**src/rtl/skts_pkg.sv**
```systemverilog
package skts_pkg;

    localparam int DEPTH   = 64;
    localparam int IDX_W   = $clog2(DEPTH);
    localparam int CNT_W   = $clog2(DEPTH + 1);
    localparam int KEY_W   = 48;
    localparam int MODE_W  = 3;
    localparam int POS_W   = 7;

    localparam logic [MODE_W-1:0] MODE_CLEAR  = 3'd0;
    localparam logic [MODE_W-1:0] MODE_APPEND = 3'd1;
    localparam logic [MODE_W-1:0] MODE_BSRCH  = 3'd2;
    localparam logic [MODE_W-1:0] MODE_LSRCH  = 3'd3;
    localparam logic [MODE_W-1:0] MODE_CHECK  = 3'd4;

    typedef struct packed {
        logic [MODE_W-1:0] mode;
        logic [KEY_W-1:0]  key;
        logic [KEY_W-1:0]  entry_value;
    } skts_in_t;

    typedef struct packed {
        logic              found;
        logic [POS_W-1:0]  position;
        logic [KEY_W-1:0]  found_value;
        logic              is_sorted;
        logic [POS_W-1:0]  entry_count;
        logic              full_error;
    } skts_out_t;

    typedef enum logic [3:0] {
        OP_NONE,
        OP_CAPTURE,
        OP_CLEAR,
        OP_APPEND,
        OP_BS_INIT,
        OP_BS_PROBE,
        OP_BS_STEP,
        OP_LS_INIT,
        OP_LS_PROBE,
        OP_LS_STEP,
        OP_FINISH
    } skts_op_t;

    typedef struct packed {
        skts_op_t op;
    } skts_cmd_t;

    typedef struct packed {
        logic [MODE_W-1:0] mode;
        logic              bs_active;
        logic              ls_active;
        logic              out_free;
    } skts_status_t;

endpackage

```
**src/rtl/skts_ctrl.sv**
```systemverilog
module skts_ctrl (
    input  logic                  clk,
    input  logic                  rst_n,
    input  logic                  in_valid,
    output logic                  in_stall,
    input  skts_pkg::skts_status_t status,
    output skts_pkg::skts_cmd_t    cmd
);
    import skts_pkg::*;

    typedef enum logic [2:0] {
        S_IDLE,
        S_EXEC,
        S_BS_PROBE,
        S_BS_CMP,
        S_LS_PROBE,
        S_LS_CMP,
        S_DONE
    } state_t;

    state_t state_reg;
    state_t state_next;

    assign in_stall = (state_reg != S_IDLE);

    always_comb
    begin
        state_next = state_reg;
        cmd.op     = OP_NONE;
        case (state_reg)
            S_IDLE:
            begin
                if (in_valid)
                begin
                    cmd.op     = OP_CAPTURE;
                    state_next = S_EXEC;
                end
            end
            S_EXEC:
            begin
                case (status.mode)
                    MODE_CLEAR:
                    begin
                        cmd.op     = OP_CLEAR;
                        state_next = S_DONE;
                    end
                    MODE_APPEND:
                    begin
                        cmd.op     = OP_APPEND;
                        state_next = S_DONE;
                    end
                    MODE_BSRCH:
                    begin
                        cmd.op     = OP_BS_INIT;
                        state_next = S_BS_PROBE;
                    end
                    MODE_LSRCH:
                    begin
                        cmd.op     = OP_LS_INIT;
                        state_next = S_LS_PROBE;
                    end
                    default:
                    begin
                        state_next = S_DONE;
                    end
                endcase
            end
            S_BS_PROBE:
            begin
                if (status.bs_active)
                begin
                    cmd.op     = OP_BS_PROBE;
                    state_next = S_BS_CMP;
                end
                else
                begin
                    state_next = S_DONE;
                end
            end
            S_BS_CMP:
            begin
                cmd.op     = OP_BS_STEP;
                state_next = S_BS_PROBE;
            end
            S_LS_PROBE:
            begin
                if (status.ls_active)
                begin
                    cmd.op     = OP_LS_PROBE;
                    state_next = S_LS_CMP;
                end
                else
                begin
                    state_next = S_DONE;
                end
            end
            S_LS_CMP:
            begin
                cmd.op     = OP_LS_STEP;
                state_next = S_LS_PROBE;
            end
            S_DONE:
            begin
                if (status.out_free)
                begin
                    cmd.op     = OP_FINISH;
                    state_next = S_IDLE;
                end
            end
            default:
            begin
                state_next = S_IDLE;
            end
        endcase
    end

    always_ff @(posedge clk or negedge rst_n)
    begin
        if (!rst_n)
        begin
            state_reg <= S_IDLE;
        end
        else
        begin
            state_reg <= state_next;
        end
    end

endmodule

```
**config.mk**
```make
export PLATFORM = sky130hd
export DESIGN_NAME = skts_ctrl
export DESIGN_NICKNAME = d
export VERILOG_FILES = /design/src/rtl/skts_pkg.sv /design/src/rtl/skts_ctrl.sv
export SDC_FILE = /design/constraint.sdc
export NUM_CORES = 1
export LEC_CHECK = 0
export BUFFER_PORTS_ARGS = -buffer_cell sky130_fd_sc_hd__clkbuf_2
export CORE_AREA = 5 5 42 44
export DETAILED_ROUTE_END_ITERATION = 10
export DIE_AREA = 0 0 47 49
export GPL_TIMING_DRIVEN = 0
export HOLD_SLACK_MARGIN = 0.1
export PLACE_DENSITY = 0.46
export SLEW_MARGIN = 15
export SYNTH_ARGS = -nofsm -noshare
export SYNTH_HDL_FRONTEND = slang
export SYNTH_SLANG_ARGS = --single-unit
```
**constraint.sdc**
```tcl
create_clock -name clk -period 1.15 [get_ports clk]
set_input_delay 0.23 -clock clk [delete_from_list [all_inputs] [get_ports clk]]
set_output_delay 0.23 -clock clk [all_outputs]
set_load 0.02 [all_outputs]
```
==> run metrics <==
status=finished with violations; failing checks=setup timing; post-DR vias/cell=4.59; Final Non-Filler Cells=73; Rows=14; CTS Buffer Depth=2; Crit. End Element=output port; Initial Utilization=20.9%; ys async rst share=100%; critical path cell sequence=buf_6 > mux2i_4 > o32ai_4 > clkbuf_8; clk_lat worst skew=0.23 ns; Tcrit/Tclk final=135%; fin. max-slew vios=0; number of synthesized register bits=3; combinational power share=76.3%; total CTS buffers=3; routability cong.=0.702; Netlist cell types=23; Die Width=47 um; largest stage delay on the critical path=0.36 ns; Syn Area/Cell=8.13 um^2; clock sink count=3; max-cap violation count=0; WL/cell=12.8 um; RSZ-0062 raised after global routing=yes; Iter 0 DRT Violations=12; IO buf count=13; CTS tree=yes; Fmax achieved=644 MHz; area occupied by multi-input gates=244 um^2; Final Routed Wirelength=932 um; FF-to-FF path depth=5; critical path's slowest cell=dfrtp_1; Placed Cells=65; Tmin final=1.55 ns; startpoint types=flop; H-tree levels=1; hold path cells=3; # fillers=158; worst IR drop on VDD=1.18 mV; reg2reg setup slack=-0.21 ns; clock-pin slew on the worst setup and hold paths=0.04 ns; Seq/Total Area, Yosys=25.6%; DR pass1 iterations=4; FF-to-FF Start=state_reg[1]; final setup vio count=7; Final nets=67; Post-Route Utilization=38.0%; Critical Path RT=0.92 ns; Largest register FFs=3; Mapped Area=293 um^2; Cell Pwr Density=2930 nW/um^2; WS Path Type=flop to output port; final setup margin=-0.403 ns; top_reg_cell synth=dfrtp_1; Placed Area=409 um^2; Routed Antenna Nets=0; Slew headroom=81.5%; Worst-Margin Slew=0.277 ns; Antenna Cells=0; Min-Delay Startpoint=in_valid; Switch Pwr=0.651 mW; first-pass GRT wire length=1.47 mm; Worst Hold Path EP=state_reg[1]; clock power share=11.9%; Max FO, Critical Path=8; Total Die Area=2300 um^2; grt total ovfl=0; dpl hpwl=628 um; most frequent cells in the layout=clkbuf_2, buf_6; Reg area=75.1 um^2; Area Overhead vs Synth=82.1%; DRC violations left=0; skew final=0.00297 ns; I/O pin count=14; Hold Path Class=input port to flop; die height=49 um; final instance area=533 um^2; leakage=0.242 nW; Yosys warnings=0; Critical Path AT=1.32 ns; initial antenna violation count=0; Switching Fraction=41.7%; gate count after technology mapping=36; via count=335; Final Hold Viols=0; GRT Util Overall=8.88%; total power=1.56 mW; sequential power share=11.8%; Yosys top cell area share=25.6%; area leader, netlist=dfrtp_1; number of flops mapped to enable cells by yosys=0; root cell of the clock tree=clkbuf_4; vias in the first global route=352; Core Box Area=1400 um^2; Mapped Nets=45; most common cell after layout, fill and taps aside=clkbuf_2; pin count of the biggest net entering global routing=11; internal power=0.910 mW; reg2reg end=state_reg[1]; layout cells sized above 1=57.9%; Fin Hold WS=0.342 ns; top cells by area, synth=dfrtp_1, a21oi_1, nand3b_1; crit path from=state_reg[1]
## cell type report
type	count	share of cell area (%)
timing repair buffer	17	24.2
inverter	3	2.11
multi-input combinational	27	45.8
clock buffer	4	4.93
buffer	3	5.16
tap	16	3.76
sequential	3	14.1
## power by group through the flow
stage	Sequential, mW	Combinational, mW	Clock (mW)
global route	0.190	1.28	0.205
global placement	0.183	0.892	0
detailed placement	0.183	0.881	0
floorplan	0.180	0.691	0
finish	0.184	1.19	0.186
CTS	0.182	1.05	0.198
## critical path, delay by kind of cell (launching register included)
| kind | cells | cell delay [ns] |
|---|---|---|
| AO/OA/AOI/OAI | 1 | 0.21 |
| multiplexers | 1 | 0.19 |
| buffers and inverters | 2 | 0.33 |
| flip-flops | 1 | 0.36 |
## what timing repair did
item | in CTS | in global routing
pin swaps | 1 | 3
resized for setup | 8 | 10
setup buffers | 2 | 1
hold buffers | 1 | 0
hold endpoints to repair | 3 | 0
setup endpoints to repair | 7 | 8
## logic make-up (layout without fill, tap and decap cells)
family / Yosys count / after routing / synth area share [%]
AND/OR/NAND/NOR: 12 / 12 / 25.2
buffers and inverters: 6 / 27 / 11.1
AO/OA/AOI/OAI: 14 / 14 / 34.6
flip-flops: 3 / 3 / 25.6
multiplexers: 1 / 1 / 3.42
## through the flow
stage	setup WS, ns	TNS, ns
CTS	-0.407	-1.93
global route	-0.459	-2.45
floorplan	-0.0683	-0.173
detailed placement	-0.185	-0.674
global placement	-0.192	-0.727
finish	-0.403	-2.07
## synthesized netlist by cell type, types with 2 or more instances
master,instances
nor2b_1,2
nand2b_1,2
inv_1,3
dfrtp_1,3
buf_2,2
a21oi_1,4
nor2_1,3
nand3b_1,2
## worst max path at each step
stage                         to  cells past startpoint  slack, ns
after floorplan           cmd[0]                      3      -0.07
after global placement    cmd[3]                      5      -0.19
after detailed placement  cmd[0]                      4      -0.18
after CTS                 cmd[0]                      4      -0.41
after global routing      cmd[0]                      4      -0.46
final                     cmd[0]                      4      -0.40
## per-layer routing
layer / vias up / track usage (%) / wire length (um)
li1: 173 / - / -
met1: 149 / 11.0 / 386
met2: 11 / 13.1 / 485
met3: 2 / 3.32 / 49
met4: 0 / 4.15 / 11
met5: - / 0 / 0
Power figures use the tool's default switching activity.
